<file path="src/rtl/tcce_pkg.sv">
// Shared types and constants of the text console cursor engine.
package tcce_pkg;

    localparam logic [7:0] CH_TAB = 8'h09;
    localparam logic [7:0] CH_NL  = 8'h0A;
    localparam logic [7:0] CH_CR  = 8'h0D;
    localparam logic [7:0] CH_ESC = 8'h1B;

    localparam int QUEUE_DEPTH = 4;
    localparam int QPTR_W      = $clog2(QUEUE_DEPTH);
    localparam int QCNT_W      = $clog2(QUEUE_DEPTH + 1);

    localparam int OUT_W = 56;

    typedef enum logic [2:0] {
        KIND_SERIAL  = 3'd0,
        KIND_CELL    = 3'd1,
        KIND_CURSOR  = 3'd2,
        KIND_TSCROLL = 3'd3,
        KIND_GLYPH   = 3'd4,
        KIND_GSCROLL = 3'd5
    } t_kind;

    typedef enum logic [2:0] {
        CFG_SERIAL_ENABLE  = 3'd0,
        CFG_TEXT_ENABLE    = 3'd1,
        CFG_GLYPH_ENABLE   = 3'd2,
        CFG_TEXT_ATTRIBUTE = 3'd3,
        CFG_GRID_COLUMNS   = 3'd4,
        CFG_GRID_ROWS      = 3'd5
    } t_cfg_idx;

    // Command slots of one job, in emission order
    localparam int CMD_SER_CR   = 0;
    localparam int CMD_SER_CHAR = 1;
    localparam int CMD_CELL     = 2;
    localparam int CMD_TSCROLL  = 3;
    localparam int CMD_CURSOR   = 4;
    localparam int CMD_GLYPH    = 5;
    localparam int CMD_GSCROLL  = 6;
    localparam int CMD_COUNT    = 7;

    typedef struct packed {
        logic [CMD_COUNT-1:0] mask;
        logic [7:0]           code;
        logic [7:0]           attr;
        logic [7:0]           cell_col;
        logic [6:0]           cell_row;
        logic [7:0]           cur_col;
        logic [6:0]           cur_row;
        logic [10:0]          pixel_x;
        logic [10:0]          pixel_y;
    } t_job;

    // Kind travels on tuser; the fields above it go to tdata from byte_out up
    typedef struct packed {
        logic [7:0]  attribute;
        logic [10:0] pixel_y;
        logic [10:0] pixel_x;
        logic [6:0]  cell_row;
        logic [7:0]  cell_column;
        logic [7:0]  byte_out;
        t_kind       kind;
    } t_cmd;

endpackage

</file>
<file path="src/rtl/tcce_fifo.sv">
// Short job queue between the classifying front and the command back end.
module tcce_fifo (
    input  logic          i_clk,
    input  logic          i_rst_n,
    input  logic          i_push,
    input  tcce_pkg::t_job i_wjob,
    output logic          o_full,
    input  logic          i_pop,
    output tcce_pkg::t_job o_rjob,
    output logic          o_empty
);
    import tcce_pkg::*;

    t_job               r_mem [QUEUE_DEPTH];
    logic [QPTR_W-1:0]  r_wptr;
    logic [QPTR_W-1:0]  r_rptr;
    logic [QCNT_W-1:0]  r_cnt;
    logic [QPTR_W-1:0]  n_wptr;
    logic [QPTR_W-1:0]  n_rptr;
    logic [QCNT_W-1:0]  n_cnt;
    logic               w_push;
    logic               w_pop;

    assign o_full  = (r_cnt == QCNT_W'(QUEUE_DEPTH));
    assign o_empty = (r_cnt == '0);
    assign w_push  = i_push && !o_full;
    assign w_pop   = i_pop && !o_empty;
    assign o_rjob  = r_mem[r_rptr];

    always_comb begin
        n_wptr = w_push ? r_wptr + QPTR_W'(1) : r_wptr;
        n_rptr = w_pop ? r_rptr + QPTR_W'(1) : r_rptr;
        n_cnt  = r_cnt;
        if (w_push && !w_pop) begin
            n_cnt = r_cnt + QCNT_W'(1);
        end else if (w_pop && !w_push) begin
            n_cnt = r_cnt - QCNT_W'(1);
        end
    end

    always_ff @(posedge i_clk) begin
        if (!i_rst_n) begin
            r_wptr <= '0;
            r_rptr <= '0;
            r_cnt  <= '0;
        end else begin
            r_wptr <= n_wptr;
            r_rptr <= n_rptr;
            r_cnt  <= n_cnt;
        end
    end

    always_ff @(posedge i_clk) begin
        if (w_push) begin
            r_mem[r_wptr] <= i_wjob;
        end
    end

endmodule

</file>
<file path="src/rtl/tcce_front.sv">
// Front end: configuration registers, cursor state and job building per character.
module tcce_front #(
    parameter int TEXT_COLUMNS = 80,
    parameter int TEXT_ROWS    = 25,
    parameter int TAB_WIDTH    = 8
) (
    input  logic           i_clk,
    input  logic           i_rst_n,
    input  logic           i_cfg_we,
    input  logic [2:0]     i_cfg_idx,
    input  logic [7:0]     i_cfg_wdata,
    input  logic           i_valid,
    input  logic [7:0]     i_code,
    output logic           o_ready,
    input  logic           i_full,
    output logic           o_push,
    output tcce_pkg::t_job o_job
);
    import tcce_pkg::*;

    localparam int TCW = $clog2(TEXT_COLUMNS);
    localparam int TNW = $clog2(TEXT_COLUMNS + TAB_WIDTH + 1);
    localparam int TRW = $clog2(TEXT_ROWS);
    localparam int PW  = $clog2(TAB_WIDTH);

    // Configuration
    logic       r_ser_en;
    logic       r_text_en;
    logic       r_glyph_en;
    logic [7:0] r_attr;
    logic [7:0] r_gcols;
    logic [6:0] r_grows;

    // Cursor state; the phase registers track column modulo the tab width
    logic [TCW-1:0] r_tcol, n_tcol;
    logic [TRW-1:0] r_trow, n_trow;
    logic [PW-1:0]  r_tph,  n_tph;
    logic [7:0]     r_gcol, n_gcol;
    logic [6:0]     r_grow, n_grow;
    logic [PW-1:0]  r_gph,  n_gph;

    logic           w_accept;
    logic           w_is_nl, w_is_cr, w_is_tab, w_is_esc;
    logic           w_glyph_act;
    logic [TRW:0]   w_trow_inc;
    logic           w_tnl_scroll;
    logic [TNW-1:0] w_ttab_n, w_tinc_n;
    logic           w_tnl;
    logic [8:0]     w_gtab_n, w_ginc_n;
    logic [7:0]     w_grow_inc;
    logic           w_gnl;
    logic [PW-1:0]  w_tph_inc, w_gph_inc;

    assign o_ready  = !i_full;
    assign w_accept = i_valid && o_ready;

    assign w_is_nl  = (i_code == CH_NL);
    assign w_is_cr  = (i_code == CH_CR);
    assign w_is_tab = (i_code == CH_TAB);
    assign w_is_esc = (i_code == CH_ESC);

    assign w_glyph_act = r_glyph_en && (r_gcols != 8'd0) && (r_grows != 7'd0);

    assign w_trow_inc   = {1'b0, r_trow} + (TRW+1)'(1);
    assign w_tnl_scroll = (w_trow_inc >= (TRW+1)'(TEXT_ROWS));
    assign w_ttab_n     = TNW'(r_tcol) + TNW'(TAB_WIDTH) - TNW'(r_tph);
    assign w_tinc_n     = TNW'(r_tcol) + TNW'(1);
    assign w_tph_inc    = (r_tph == PW'(TAB_WIDTH - 1)) ? '0 : r_tph + PW'(1);

    assign w_gtab_n   = {1'b0, r_gcol} + 9'(TAB_WIDTH) - 9'(r_gph);
    assign w_ginc_n   = {1'b0, r_gcol} + 9'd1;
    assign w_grow_inc = {1'b0, r_grow} + 8'd1;
    assign w_gph_inc  = (r_gph == PW'(TAB_WIDTH - 1)) ? '0 : r_gph + PW'(1);

    always_comb begin
        n_tcol = r_tcol;
        n_trow = r_trow;
        n_tph  = r_tph;
        n_gcol = r_gcol;
        n_grow = r_grow;
        n_gph  = r_gph;
        w_tnl  = 1'b0;
        w_gnl  = 1'b0;

        o_job          = '0;
        o_job.code     = i_code;
        o_job.attr     = r_attr;
        o_job.cell_col = 8'(r_tcol);
        o_job.cell_row = 7'(r_trow);
        o_job.pixel_x  = {r_gcol, 3'b000};
        o_job.pixel_y  = {r_grow, 4'b0000};

        if (r_ser_en) begin
            o_job.mask[CMD_SER_CR]   = w_is_nl;
            o_job.mask[CMD_SER_CHAR] = 1'b1;
        end

        if (r_text_en) begin
            if (w_is_nl) begin
                w_tnl = 1'b1;
            end else if (w_is_cr) begin
                n_tcol = '0;
                n_tph  = '0;
            end else if (w_is_tab) begin
                if (w_ttab_n >= TNW'(TEXT_COLUMNS)) begin
                    w_tnl = 1'b1;
                end else begin
                    n_tcol = w_ttab_n[TCW-1:0];
                    n_tph  = '0;
                end
            end else begin
                o_job.mask[CMD_CELL] = 1'b1;
                if (w_tinc_n >= TNW'(TEXT_COLUMNS)) begin
                    w_tnl = 1'b1;
                end else begin
                    n_tcol = w_tinc_n[TCW-1:0];
                    n_tph  = w_tph_inc;
                end
            end
            if (w_tnl) begin
                n_tcol = '0;
                n_tph  = '0;
                n_trow = w_tnl_scroll ? TRW'(TEXT_ROWS - 1) : w_trow_inc[TRW-1:0];
                o_job.mask[CMD_TSCROLL] = w_tnl_scroll;
            end
            // Every text character ends with the new cursor position
            o_job.mask[CMD_CURSOR] = 1'b1;
            o_job.cur_col          = 8'(n_tcol);
            o_job.cur_row          = 7'(n_trow);
        end

        if (w_glyph_act) begin
            if (w_is_nl) begin
                w_gnl = 1'b1;
            end else if (w_is_cr) begin
                n_gcol = '0;
                n_gph  = '0;
            end else if (w_is_tab) begin
                if (w_gtab_n >= {1'b0, r_gcols}) begin
                    w_gnl = 1'b1;
                end else begin
                    n_gcol = w_gtab_n[7:0];
                    n_gph  = '0;
                end
            end else if (!w_is_esc) begin
                // Draw at the current, possibly stale, position
                o_job.mask[CMD_GLYPH] = 1'b1;
                if (w_ginc_n >= {1'b0, r_gcols}) begin
                    w_gnl = 1'b1;
                end else begin
                    n_gcol = w_ginc_n[7:0];
                    n_gph  = w_gph_inc;
                end
            end
            if (w_gnl) begin
                n_gcol = '0;
                n_gph  = '0;
                if (w_grow_inc >= {1'b0, r_grows}) begin
                    o_job.mask[CMD_GSCROLL] = (r_grows > 7'd1);
                    n_grow = r_grows - 7'd1;
                end else begin
                    n_grow = w_grow_inc[6:0];
                end
            end
        end

        o_push = w_accept && (o_job.mask != '0);
    end

    always_ff @(posedge i_clk) begin
        if (!i_rst_n) begin
            r_ser_en   <= 1'b1;
            r_text_en  <= 1'b0;
            r_glyph_en <= 1'b0;
            r_attr     <= 8'h07;
            r_gcols    <= 8'd80;
            r_grows    <= 7'd25;
        end else if (i_cfg_we) begin
            case (i_cfg_idx)
                CFG_SERIAL_ENABLE:  r_ser_en   <= i_cfg_wdata[0];
                CFG_TEXT_ENABLE:    r_text_en  <= i_cfg_wdata[0];
                CFG_GLYPH_ENABLE:   r_glyph_en <= i_cfg_wdata[0];
                CFG_TEXT_ATTRIBUTE: r_attr     <= i_cfg_wdata;
                CFG_GRID_COLUMNS:   r_gcols    <= i_cfg_wdata;
                CFG_GRID_ROWS:      r_grows    <= i_cfg_wdata[6:0];
                default: ;
            endcase
        end
    end

    always_ff @(posedge i_clk) begin
        if (!i_rst_n) begin
            r_tcol <= '0;
            r_trow <= '0;
            r_tph  <= '0;
            r_gcol <= '0;
            r_grow <= '0;
            r_gph  <= '0;
        end else if (w_accept) begin
            r_tcol <= n_tcol;
            r_trow <= n_trow;
            r_tph  <= n_tph;
            r_gcol <= n_gcol;
            r_grow <= n_grow;
            r_gph  <= n_gph;
        end
    end

endmodule

</file>
<file path="src/rtl/tcce_back.sv">
// Back end: walks the pending commands of one job and drives the output register.
module tcce_back (
    input  logic                    i_clk,
    input  logic                    i_rst_n,
    input  tcce_pkg::t_job          i_job,
    input  logic                    i_empty,
    output logic                    o_pop,
    output logic                    o_m_tvalid,
    input  logic                    i_m_tready,
    output logic [tcce_pkg::OUT_W-1:0] o_m_tdata,
    output logic [2:0]              o_m_tuser,
    output logic                    o_m_tlast
);
    import tcce_pkg::*;

    t_job                 r_job;
    logic [CMD_COUNT-1:0] r_pend, n_pend;
    logic                 r_ovld;
    t_cmd                 r_out;
    logic                 r_olast;

    logic                 w_can_out;
    logic                 w_emit;
    logic [CMD_COUNT-1:0] w_sel;
    logic [CMD_COUNT-1:0] w_rest;
    t_cmd                 w_cmd;

    assign w_can_out = !r_ovld || i_m_tready;
    assign w_emit    = (r_pend != '0) && w_can_out;
    // Lowest pending slot goes first
    assign w_sel     = r_pend & (~r_pend + CMD_COUNT'(1));
    assign w_rest    = r_pend & ~w_sel;

    always_comb begin
        w_cmd = '0;
        if (w_sel[CMD_SER_CR]) begin
            w_cmd.kind     = KIND_SERIAL;
            w_cmd.byte_out = CH_CR;
        end else if (w_sel[CMD_SER_CHAR]) begin
            w_cmd.kind     = KIND_SERIAL;
            w_cmd.byte_out = r_job.code;
        end else if (w_sel[CMD_CELL]) begin
            w_cmd.kind        = KIND_CELL;
            w_cmd.byte_out    = r_job.code;
            w_cmd.cell_column = r_job.cell_col;
            w_cmd.cell_row    = r_job.cell_row;
            w_cmd.attribute   = r_job.attr;
        end else if (w_sel[CMD_TSCROLL]) begin
            w_cmd.kind      = KIND_TSCROLL;
            w_cmd.attribute = r_job.attr;
        end else if (w_sel[CMD_CURSOR]) begin
            w_cmd.kind        = KIND_CURSOR;
            w_cmd.cell_column = r_job.cur_col;
            w_cmd.cell_row    = r_job.cur_row;
        end else if (w_sel[CMD_GLYPH]) begin
            w_cmd.kind     = KIND_GLYPH;
            w_cmd.byte_out = r_job.code;
            w_cmd.pixel_x  = r_job.pixel_x;
            w_cmd.pixel_y  = r_job.pixel_y;
        end else begin
            w_cmd.kind = KIND_GSCROLL;
        end
    end

    always_comb begin
        n_pend = w_emit ? w_rest : r_pend;
        // Load the next job as the current one finishes
        o_pop  = !i_empty && (n_pend == '0);
        if (o_pop) begin
            n_pend = i_job.mask;
        end
    end

    always_ff @(posedge i_clk) begin
        if (!i_rst_n) begin
            r_pend <= '0;
            r_ovld <= 1'b0;
        end else begin
            r_pend <= n_pend;
            if (w_emit) begin
                r_ovld <= 1'b1;
            end else if (i_m_tready) begin
                r_ovld <= 1'b0;
            end
        end
    end

    always_ff @(posedge i_clk) begin
        if (o_pop) begin
            r_job <= i_job;
        end
        if (w_emit) begin
            r_out   <= w_cmd;
            r_olast <= (w_rest == '0);
        end
    end

    assign o_m_tvalid = r_ovld;
    assign o_m_tdata  = {3'b000, r_out.attribute, r_out.pixel_y, r_out.pixel_x,
                         r_out.cell_row, r_out.cell_column, r_out.byte_out};
    assign o_m_tuser  = r_out.kind;
    assign o_m_tlast  = r_olast;

endmodule

</file>
<file path="src/rtl/text_console_cursor_engine.sv">
// The first command of a character passes through the job queue and the back end's job
// register before the output register. The back end sends one command per cycle while the
// receiver is ready; a character causes 1 to 6 commands, and a four-deep job queue lets
// input run ahead of output. Characters that cause no command never reach the queue.
// Reset (synchronous, active low) empties the queue, zeroes both cursors and
// loads the register defaults: serial on, text and glyph off, attribute 7, grid 80x25.
module text_console_cursor_engine #(
    parameter int TEXT_COLUMNS = 80,
    parameter int TEXT_ROWS    = 25,
    parameter int TAB_WIDTH    = 8
) (
    input  logic        i_clk,
    input  logic        i_rst_n,
    input  logic        i_s_tvalid,
    output logic        o_s_tready,
    input  logic [7:0]  i_s_tdata,   // [7:0] code
    output logic        o_m_tvalid,
    input  logic        i_m_tready,
    // [7:0] byte_out, [15:8] cell_column, [22:16] cell_row, [33:23] pixel_x,
    // [44:34] pixel_y, [52:45] attribute, [55:53] zero
    output logic [tcce_pkg::OUT_W-1:0] o_m_tdata,
    output logic [2:0]  o_m_tuser,   // [2:0] kind
    output logic        o_m_tlast,   // last
    input  logic        i_cfg_we,
    input  logic [2:0]  i_cfg_idx,
    input  logic [7:0]  i_cfg_wdata
);
    import tcce_pkg::*;

    logic w_push;
    logic w_full;
    logic w_pop;
    logic w_empty;
    t_job w_wjob;
    t_job w_rjob;

    tcce_front #(
        .TEXT_COLUMNS (TEXT_COLUMNS),
        .TEXT_ROWS    (TEXT_ROWS),
        .TAB_WIDTH    (TAB_WIDTH)
    ) u_front (
        .i_clk       (i_clk),
        .i_rst_n     (i_rst_n),
        .i_cfg_we    (i_cfg_we),
        .i_cfg_idx   (i_cfg_idx),
        .i_cfg_wdata (i_cfg_wdata),
        .i_valid     (i_s_tvalid),
        .i_code      (i_s_tdata),
        .o_ready     (o_s_tready),
        .i_full      (w_full),
        .o_push      (w_push),
        .o_job       (w_wjob)
    );

    tcce_fifo u_fifo (
        .i_clk   (i_clk),
        .i_rst_n (i_rst_n),
        .i_push  (w_push),
        .i_wjob  (w_wjob),
        .o_full  (w_full),
        .i_pop   (w_pop),
        .o_rjob  (w_rjob),
        .o_empty (w_empty)
    );

    tcce_back u_back (
        .i_clk      (i_clk),
        .i_rst_n    (i_rst_n),
        .i_job      (w_rjob),
        .i_empty    (w_empty),
        .o_pop      (w_pop),
        .o_m_tvalid (o_m_tvalid),
        .i_m_tready (i_m_tready),
        .o_m_tdata  (o_m_tdata),
        .o_m_tuser  (o_m_tuser),
        .o_m_tlast  (o_m_tlast)
    );

endmodule

</file>
<file path="config.mk">
export PLATFORM = sky130hd
export DESIGN_NAME = text_console_cursor_engine
export DESIGN_NICKNAME = d
export VERILOG_FILES = /design/src/rtl/tcce_pkg.sv /design/src/rtl/tcce_fifo.sv /design/src/rtl/tcce_front.sv /design/src/rtl/tcce_back.sv /design/src/rtl/text_console_cursor_engine.sv
export SDC_FILE = /design/constraint.sdc
export NUM_CORES = 1
export LEC_CHECK = 0
export ABC_AREA = 0
export CAP_MARGIN = 5
export CORE_MARGIN = 4
export CORE_UTILIZATION = 65
export CTS_BUF_LIST = sky130_fd_sc_hd__clkbuf_4
export DETAILED_ROUTE_END_ITERATION = 8
export DONT_BUFFER_PORTS = 1
export PLACE_DENSITY = 0.81
export SKIP_LAST_GASP = 1
export SLEW_MARGIN = 20
export SYNTH_ARGS = -nofsm -noshare
export SYNTH_HDL_FRONTEND = slang
export SYNTH_SLANG_ARGS = --single-unit
</file>
<file path="constraint.sdc">
create_clock -name i_clk -period 12.58 [get_ports i_clk]
set_clock_uncertainty 0.15 [all_clocks]
set_input_delay 0 -clock i_clk [delete_from_list [all_inputs] [get_ports i_clk]]
set_output_delay 0 -clock i_clk [all_outputs]
set_load 0.02 [all_outputs]
</file>
---- After elaboration in Yosys (flattened, before gate mapping) ----
Memories as Yosys holds them, arrays and structs flattened. A register that Yosys moved wholly into a read port is not among the register bits.
Index checks and enable logic that the tools add are counted.
storage, ports and cells
  logic and storage cells ................. 202
  output and inout port bits .............. 62
  register bits after elaboration ......... 199
  input bits .............................. 24
  memories kept ........................... 1
  memory bits (writable) .................. 256
memories
  memory        words  width  rd ports  clocked after memory_dff  write ports  RTL line         text
  u_fifo.r_mem  4      64     1         1                         1            tcce_fifo.sv:14  t_job r_mem [QUEUE_DEPTH];
cells by class
  magnitude comparators ................... 7
  add/sub/neg operators ................... 16
  bitwise logic cells ..................... 5
  mux-type cells .......................... 79
  reductions and logical operators ........ 40
  equality and inequality tests ........... 19
operator list
  kind                                                      count
  two-way mux 8 bit                                         11
  two-way mux 7 bit                                         9
  two-way mux 3 bit                                         20
  two-way mux 1 bit                                         28
  two-way mux 26 bit                                        1
  == test 8 x 4 -> 1 bit, second input constant             3
  two-way mux 23 bit                                        1
  nonzero test 7 bit                                        3
  greater-or-equal comparator 9 x 8 -> 1 bit                2
  == test 3 bit, second input constant                      5
  two-way mux 15 bit                                        1
  adder 7 x 1 -> 7 bit, second input constant               2
  AND 7 bit                                                 2
  greater-or-equal comparator 7 bit, second input constant  2
  zero test 7 bit                                           2
  two-way mux 14 bit                                        1
  inverter 7 bit                                            2
  AND reduction 2 bit                                       7
  inequality test 4 x 2 -> 1 bit, second input constant     3
  two-way mux 11 bit                                        1
  logical AND 1 bit                                         10
  two-way mux 5 bit                                         2
  adder 3 x 1 -> 3 bit, second input constant               3
  adder 8 x 1 -> 9 bit, second input constant               1
  31 further kinds                                          44

---- Logic depth before layout (Yosys ltp) ----
Gate-level depths: netlist of the first run.
  depth in word-level cells ............... 17
  gate-level depth with buffers ........... 25
  mapped depth without buffers ............ 24

---- Hierarchy ----
From an unflattened synthesis of the first run, not the netlist that was laid out.
unflattened totals
  cell total of the unflattened synthesis .. 1339
  area total of the unflattened synthesis .. 20976.4 um2
modules (own cells, without submodules)
  module      cells each  times used  area each (um2)  seq. area each (um2)
  tcce_fifo   439         1           11300.8          9188.8
  tcce_front  618         1           4872.2           1181.1
  tcce_back   282         1           4803.4           3913.8

---- Worst setup path after synthesis of the first run ----
No wires, ideal clock.
  path type ............................... flip-flop to flip-flop
  start point ............................. register u_front.r_gcol[0]
  end point ............................... memory u_fifo.r_mem[0][0] (netlist bit) (enable)
  arrival time ............................ 5761 ps
  cell stages (with the launch flop) ...... 20
  required time ........................... 11940 ps
  clock period less this slack ............ 6401 ps
  slack ................................... 6179 ps
  buffers on the path ..................... 1
  library setup time ...................... 490 ps
  cell sequence ........................... dfxtp_1 -> inv_1 -> ha_1 -> inv_1 -> ha_1 -> inv_1 -> fa_1 -> nand2b_1 -> a31oi_1 -> o21ai_0 -> a21boi_0 -> nor2_1 -> ha_1 -> nand4_1 -> nor2_1 -> o31ai_1 -> nand3_1 -> buf_2 -> a31oi_4 -> nor2b_1
between the ends
  longest elaborated chain between the ends .. 15
  elaborated cells on any way between the ends .. 19
  classes of those cells .................. 3 x add/sub; 2 x order compare; 11 x mux; 3 x reduce/logical
ends and longest elaborated chain
  item                                                                                            RTL line                              text
  start: declaration                                                                              tcce_front.sv:38                      logic [7:0] r_gcol, n_gcol;
  start signal: assignment                                                                        tcce_front.sv:203                     r_gcol <= n_gcol;
  adder 8 x 4 -> 9 bit / adder 8 x 1 -> 9 bit (equally long branches)                             tcce_front.sv:70, tcce_front.sv:71
  subtractor 9 x 3 -> 9 bit / greater-or-equal comparator 9 x 8 -> 1 bit (equally long branches)  tcce_front.sv:70, tcce_front.sv:148
  greater-or-equal comparator 9 x 8 -> 1 bit / two-way mux 1 bit (equally long branches)          tcce_front.sv:139, tcce_front.sv:148
  two-way mux 1 bit, on equally long branches                                                     tcce_front.sv:139, tcce_front.sv:145
  two-way mux 1 bit *                                                                             tcce_front.sv:138                     end else if (w_is_tab) begin
  two-way mux 1 bit *                                                                             tcce_front.sv:135                     end else if (w_is_cr) begin
  two-way mux 1 bit *                                                                             tcce_front.sv:133                     if (w_is_nl) begin
  two-way mux 1 bit *                                                                             tcce_front.sv:132                     if (w_glyph_act) begin
  two-way mux 1 bit *                                                                             tcce_front.sv:155                     if (w_gnl) begin
  two-way mux 2 bit *                                                                             tcce_front.sv:132
  nonzero test 7 bit *                                                                            tcce_front.sv:167                     o_push = w_accept && (o_job.mask != '0);
  logical AND 1 bit *                                                                             tcce_front.sv:167
  logical AND 1 bit *                                                                             tcce_fifo.sv:26                       assign w_push = i_push && !o_full;
  two-way mux 1 bit *                                                                             tcce_fifo.sv:54                       if (w_push) begin
  two-way mux 1 bit (implied by the code) *                                                       tcce_fifo.sv:55                       r_mem[r_wptr] <= i_wjob;
  end: declaration                                                                                tcce_fifo.sv:14
Every way passes the cells marked *; elsewhere a longest branch is shown, timed or not. The select of a mux whose other input is x is not followed.

---- Final worst setup path of the first run ----
  start point ............................. register u_front.r_gcol[0]
  end point ............................... memory u_fifo.r_mem[2][29] (netlist bit) (enable)
Same word-level chain as after synthesis.

==> results of run 1 <==
## cell usage in the layout, fill, tap and decap left out, types with 5 or more instances in the layout
| cell type | count |
|---|---|
| edfxtp_1 | 350 |
| clkbuf_4 | 142 |
| nand2_1 | 103 |
| dfxtp_1 | 74 |
| mux4_2 | 62 |
| ha_1 | 61 |
| dlygate4sd3_1 | 59 |
| nor2_1 | 53 |
| inv_1 | 50 |
| and2_1 | 35 |
| nand3_1 | 34 |
| o21ai_0 | 27 |
| xnor2_1 | 25 |
| clkinv_1 | 25 |
| a21boi_0 | 24 |
| a21oi_1 | 21 |
| and3_1 | 20 |
| a22oi_1 | 17 |
| o31ai_1 | 14 |
| nor3_1 | 14 |
| nor2b_1 | 13 |
| mux2i_1 | 13 |
| conb_1 | 13 |
| nand4_1 | 11 |
| o211ai_1 | 9 |
| nand2b_1 | 9 |
| buf_4 | 9 |
| a21o_1 | 7 |
| a211oi_1 | 7 |
| xor2_1 | 7 |
| clkinv_2 | 7 |
| o22ai_1 | 5 |
| or3_1 | 5 |
| o31a_1 | 5 |
| nor3b_1 | 5 |
| bufinv_16 | 5 |
## layout make-up
type	count	area, um^2	area share
Antenna cell	1	2.50	0.000123
Clock buffer	142	1070	0.0522
Clock inverter	41	319	0.0156
Inverter	52	195	0.00956
Multi-Input combinational cell	689	5650	0.277
Sequential cell	426	12000	0.589
Tap cell	372	465	0.0228
Timing Repair Buffer	69	686	0.0336
## how the worst max path moves through the flow
stage                                      to  slack (ns)  depth (start not counted)
after floorplan            u_fifo.r_mem[0][0]        6.18                         19
after global placement    u_fifo.r_mem[2][32]        7.16                         19
after detailed placement  u_fifo.r_mem[2][32]        7.05                         19
after CTS                 u_fifo.r_mem[2][29]        7.00                         19
after global routing      u_fifo.r_mem[2][29]        6.55                         19
final                     u_fifo.r_mem[2][29]        6.97                         19
## state kept, by name, summed over array words and instances, names as in the netlist, 2 cells and up, named ones only
register and cells:
u_back.o_m_tuser 3, u_front.r_grows 7, u_fifo.r_rptr 2, u_front.r_grow 7, u_front.r_gcol 8, u_back.r_job 55
u_back.o_m_tdata 43, u_front.r_gcols 8, u_fifo.r_cnt 3, u_front.r_tph 3, u_front.r_trow 5, u_front.r_tcol 7
u_back.r_pend 7, u_fifo.r_mem 248, u_front.r_gph 3, u_front.r_attr 8, u_fifo.r_wptr 2
## power by group
group / total [uW] / switching, uW / internal (uW) / leakage [uW]
Sequential: 2200 / 238 / 1960 / 0.00387
Clock: 1190 / 560 / 631 / 0.000810
Combinational: 801 / 518 / 283 / 0.00248
Total: 4190 / 1320 / 2870 / 0.00715
## kinds of logic after synthesis
kind of cell	after synthesis
adders and majority gates	67
buffers and inverters	116
other	1
muxes	79
and+or+nand+nor	329
DFF	426
xor gates and xnor gates	32
AOI/OAI and AO/OA	169
## metal layers
metal  routed length (um)  GRT usage  up-vias
met1                15900      0.369     5473
li1                     -          -     4942
met2                20100      0.446      582
met3                 3660     0.0634       64
met4                  860     0.0822        0
met5                    0          0        -
## worst max-delay path, cell delays in order (launching register included)
cell,delay [ns]
dfxtp_1,0.48
inv_1,0.10
ha_1,0.19
inv_1,0.05
ha_1,0.15
inv_1,0.05
fa_1,0.39
nand2b_1,0.19
a31oi_1,0.17
o21ai_0,0.13
a21boi_0,0.26
nor2_1,0.10
ha_1,0.31
nand4_1,0.10
nor2_1,0.10
o31ai_1,0.13
nand3_1,0.43
a31oi_4,0.31
nor2b_4,0.82
buf_4,0.57
## stage by stage
step	setup WS (ns)	area (um^2)
2_1_floorplan	6.18	18100
3_3_place_gp	7.16	18400
3_5_place_dp	7.05	18400
4_1_cts	7.00	20400
5_1_grt	6.55	20400
6_report	6.97	20400
## repair_timing
action                     in CTS  in global routing
setup endpoints to repair       0                  0
gates resized for setup         0                  0
hold endpoints to repair      128                  0
hold buffers                   60                  0
==> results.md, run 1 <==
* Vias per cell at 6.17
* Peak supply drop at 0.139 mV
* Max_slew headroom at 0.344
* Number of synthesized flops with an enable pin at 350
* Arrival @ worst endpoint at approximately 5.8 ns
* Primary FF master, synth: edfxtp_1
* Startpoint types: flip-flop
* GRT Util Overall at 0.272
* Total power draw at 4190 uW
* Final Routed Wirelength at 40,600 um
* Leak at around 0.0072 uW
* # nets final at 1,425
* Critical path origin: u_front.r_gcol[0]
* Worst r2r src: u_front.r_gcol[0]
* Die ar. at 30,600 um^2
* Worst-path fanout max at 35
* Worst Reg-to-Reg Cells at 19
* Hold Crit Class: in -> reg
* Hold EP: u_front.r_gph[2]
* Pwr dens at ~210 nW/um^2
* Outcome: completed
* H-tree depth at 3
* DRT antenna net count at 0
* Post-Layout Cell Count at 1,792
* Count leader, synth: edfxtp_1
* Skew-Pair Late Insertion Delay at 0.74 ns
* CTS sink cnt at 426
* Fraction of layout cells with a size suffix above 1 at 0.182
* Final core occ at 0.751
* Xor and xnor fraction of the mapped netlist area at 0.0155
* Yosys reg bits at about 430
* Share of the synthesized area in the top cell type at 0.581
* Setup CP Type: reg -> reg
* Gpl congestion at 0.886
* Adder-cell share of the synthesized area at 0.0472
* Synth Area in Simple Gates at 0.0909
* Slew Viols, Final at 0
* WL/cell at between 20 and 25 um
* Die Height at 175 um
* Clock-pin transition on the worst setup and hold timing paths at 0.07 ns
* 1st-iter DRT viols at 1,101
* CTS tree: done
* Minimum clock period at 5.61 ns
* CTS max path bufs at 3
* Ys Warns at 0
* Register area share after synthesis at 0.665
* Reg-to-reg slack, setup at between 6 and 7 ns
* Hold Path Stages at 4
* FFs w/ async S/R, synth at 0
* Core Region at about 27,000 um^2
* Syn Inst Count at around 1,200
* Mux contribution to synthesized area at 0.0869
* First-pass GRT wire length at approximately 64,000 um
* Finish-stage setup viols at 0
* Largest net degree at the start of global routing at 85
* CTS root buffer: clkbuf_4
* Largest cells by area after synthesis: edfxtp_1 58%, dfxtp_1 8.4%, mux4_2 7.7%
* Worst-margin pin slew at 0.982 ns
* Fillers at roughly 1,600
* Post-CTS setup repair buffer count at 0
* Hold Crit Start: i_s_tdata[0]
* Via count at 11,100
* Most frequent cells after synthesis: 350 x edfxtp_1, 103 x nand2_1, 76 x dfxtp_1, 62 x mux4_2, 61 x ha_1
* Vias in the first global route at 11,000
* Avg Cell Area, Syn at approximately 15 um^2
* Gr ovfl total at 0
* Crit path required time at 12.76 ns
* Area Overhead vs Synth at 12.9%
* # IOs at 86
* CP endpoint kind: flip-flop
* Placed cell count at 1,548
* DRT Pass-1 Iters at 7
* Cts bufs inserted at 99
* DRC viols at 0
* Setup TNS at 0 ns
* Max-cap check violation count at 0
* Initial antenna violation count at 1
* Initial core utilization at 0.665
* Number of port buffers at 0
* Period Utilization, post-route at 0.446
* Die width at 175 um
* Reg2reg end: u_fifo.r_mem[2][29]
* Fin. Hold Viols at 0
* Max Freq at 178 MHz
* Post-detail-place hpwl at between 20,000 and 25,000 um
* # rows at 60
* Mapped cell area at 18,100 um^2
* Post-synthesis compound-gate area fraction at 0.0669
* RSZ-0062 raised after global routing: no
* Yosys top cell by area: edfxtp_1
* Largest family of logic cells by synthesized area: simple AND/OR/NAND/NOR gates
* Final hold slack at 0.0412 ns
* Unique cell type count in the Yosys netlist at 67
Note: power is estimated with default switching activity, not from simulation.
==> run 2: changes to the inputs <==
Clock period 12.58 ns to 5.5 ns, I/O delays scaled along.
==> run 2 against run 1 <==
  * Design area barely moved
  * Die area unchanged
  * Via count is 0.63% higher
  * Combinational power increased by 130%
==> results.md, run 2 (synthesis gave the netlist of run 1 again) <==
* Outcome: completed (unchanged)
* Hold Buf Count CTS at 59 (was 60)
* Gpl congestion at 0.893 (was 0.886)
* Vias per cell at 6.19 (was 6.17)
* DRT Pass-1 Iters at 5 (was 7)
* Number of port buffers at 0 (unchanged)
* Post-CTS setup repair buffer count at 0 (unchanged)
* Initial antenna violation count at 1 (unchanged)
* DRC viols at 0 (unchanged)
* 1st-iter DRT viols at 1,208 (was 1,101)
* CP endpoint kind: flip-flop (unchanged)
* WL/cell at 23.1 um (was 22.6 um)
* Worst-margin pin slew at 0.979 ns (was 0.982 ns)
* Placed Area at 18,500 um^2 (was 18,400 um^2)
* Max_slew headroom at 0.346 (was 0.344)
* Worst-path fanout max at 21 (was 35)
* Largest net degree at the start of global routing at 85 (unchanged)
* Final Routed Wirelength at 41,500 um (was 40,600 um)
* Period Utilization, post-route at 0.902 (was 0.446)
* Reg-to-reg slack, setup at 0.54 ns (was 6.97 ns)
* Crit path required time at 5.77 ns (was 12.76 ns)
* Leading cell type in the layout, fill and taps excluded: edfxtp_1 (unchanged)
* Max Freq at 202 MHz (was 178 MHz)
* Final hold slack at 0.0528 ns (was 0.0412 ns)
* Startpoint types: flip-flop (unchanged)
* CTS root buffer: clkbuf_4 (unchanged)
* Fraction of layout cells with a size suffix above 1 at 0.192 (was 0.182)
* Leak at 0.00716 uW (was 0.00715 uW)
* # IOs at 86 (unchanged)
* Setup ws final at 0.541 ns (was 6.97 ns)
* Core Region at 27,200 um^2 (unchanged)
* Final instance area at 20,400 um^2 (about the same)
* RSZ-0062 raised after global routing: no (unchanged)
* H-tree depth at 3 (unchanged)
* # rows at 60 (unchanged)
* Die Height at 175 um (unchanged)
* Minimum clock period at 4.96 ns (was 5.61 ns)
* Max FFs per register at 248 (unchanged)
* Fin. Hold Viols at 0 (unchanged)
* Gr ovfl total at 0 (unchanged)
* GRT Util Overall at 0.267 (was 0.272)
* DRT antenna net count at 0 (unchanged)
* CTS sink cnt at 426 (unchanged)
* Finish-stage setup viols at 0 (unchanged)
* CTS tree: done (unchanged)
* Slew Viols, Final at 0 (unchanged)
* Cts bufs inserted at 100 (was 99)
* Hold EP: u_fifo.r_mem[1][49] (was u_front.r_gph[2])
* Post-detail-place hpwl at 24,400 um (was 23,500 um)
* Post-CTS Resized at 0 (unchanged)
* Hold Crit Class: in -> reg (unchanged)
* Die ar. at 30,600 um^2 (unchanged)
* Initial core utilization at 0.665 (unchanged)
* Skew-Pair Late Insertion Delay at 0.78 ns (was 0.74 ns)
* Peak supply drop at 0.440 mV (was 0.139 mV)
* Setup CP Type: reg -> reg (unchanged)
* Reg with most FFs: u_fifo.r_mem (unchanged)
* Worst Reg-to-Reg Cells at 21 (was 19)
* CTS max path bufs at 3 (unchanged)
* Worst r2r src: u_front.r_gcol[0] (unchanged)
* Hold Crit Start: i_s_tdata[0] (unchanged)
* Via count at 11,100 (about the same)
* Max-cap check violation count at 0 (unchanged)
* Total power draw at 9500 uW (was 4190 uW)
* # nets final at 1,434 (was 1,425)
* Arrival @ worst endpoint at 5.22 ns (was 5.79 ns)
* First-pass GRT wire length at 63,000 um (was 63,700 um)
* Pre-CTS WS at 0.643 ns (was 7.05 ns)
* Hold Path Stages at 1 (was 4)
* Vias in the first global route at 11,200 (was 11,000)
* Setup TNS at 0 ns (unchanged)
* Highest-count cells in the layout ignoring fill and taps: 350 x edfxtp_1, 156 x clkbuf_4, 103 x nand2_1 (was 350 x edfxtp_1, 142 x clkbuf_4, 103 x nand2_1)
* Area Overhead vs Synth at 12.9% (about the same)
* Pwr dens at 465 nW/um^2 (was 205 nW/um^2)
* Clock-pin transition on the worst setup and hold timing paths at 0.07 ns (about the same)
* Die width at 175 um (unchanged)
* Reg2reg end: u_fifo.r_mem[2][11] (was u_fifo.r_mem[2][29])
[run 2: cell count changes in the layout (fill, tap and decap cells not counted), sizes merged, moves of 2 or more]
cell      change
clkinv       -14
bufinv        -5
clkbuf       +14
clkinvlp      +2
inv           +2
buf           +9
[run 2: per-stage QoR]
step / utilization / std cells
after CTS: 0.751 / 1798
after detailed placement: 0.680 / 1557
after global placement: 0.680 / 1557
final: 0.751 / 1799
after global routing: 0.751 / 1799
after floorplan: - / 1231
[run 2: per-layer routing]
| layer | routed length, um | global-route usage | vias up |
|---|---|---|---|
| met1 | 16500 | 0.370 | 5505 |
| met4 | 775 | 0.0746 | 0 |
| met2 | 20700 | 0.438 | 612 |
| met5 | 0 | 0 | - |
| li1 | - | - | 4943 |
| met3 | 3580 | 0.0580 | 71 |
[run 2: cell type report]
type	instances	area (um^2)
diodes	1	2.50
clock inverters	26	134
well taps	372	465
multi-input cells	689	5660
repair buffers	77	756
clock buffers	156	1170
flip-flops and latches	426	12000
inverters	52	195
fillers	1549	6760
[run 2: worst max-delay path: stages (launching register included)]
cell and delay [ns]:
dfxtp_1 0.50, inv_1 0.10, ha_1 0.20, inv_1 0.06, ha_1 0.16, inv_1 0.06
fa_1 0.40, nand2b_1 0.18, a31oi_1 0.20, o21ai_0 0.12, a21boi_0 0.25, nor2_1 0.09
ha_1 0.30, nand4_1 0.09, nor2_1 0.09, o31ai_1 0.12, nand3_1 0.10, buf_4 0.20
a31oi_4 0.10, buf_4 0.20, nor2b_4 0.59, buf_4 0.35
[run 2: report_power, final]
part / internal (uW) / switching [uW]
Combinational: 655 / 1200
Sequential: 4480 / 599
Clock: 1300 / 1270
[run 2: worst max path at each step]
stage / start / end / slack, ns / cells after the start
after floorplan: u_front.r_gcol[0] / u_fifo.r_mem[0][0] / -0.90 / 19
after global placement: u_front.r_gcol[0] / u_fifo.r_mem[2][11] / 0.76 / 21
after detailed placement: u_front.r_gcol[0] / u_fifo.r_mem[2][11] / 0.64 / 21
after CTS: u_front.r_gcol[0] / u_fifo.r_mem[2][10] / 0.57 / 21
after global routing: u_front.r_gcol[0] / u_fifo.r_cnt[2] / 0.22 / 25
final: u_front.r_gcol[0] / u_fifo.r_mem[2][11] / 0.54 / 21
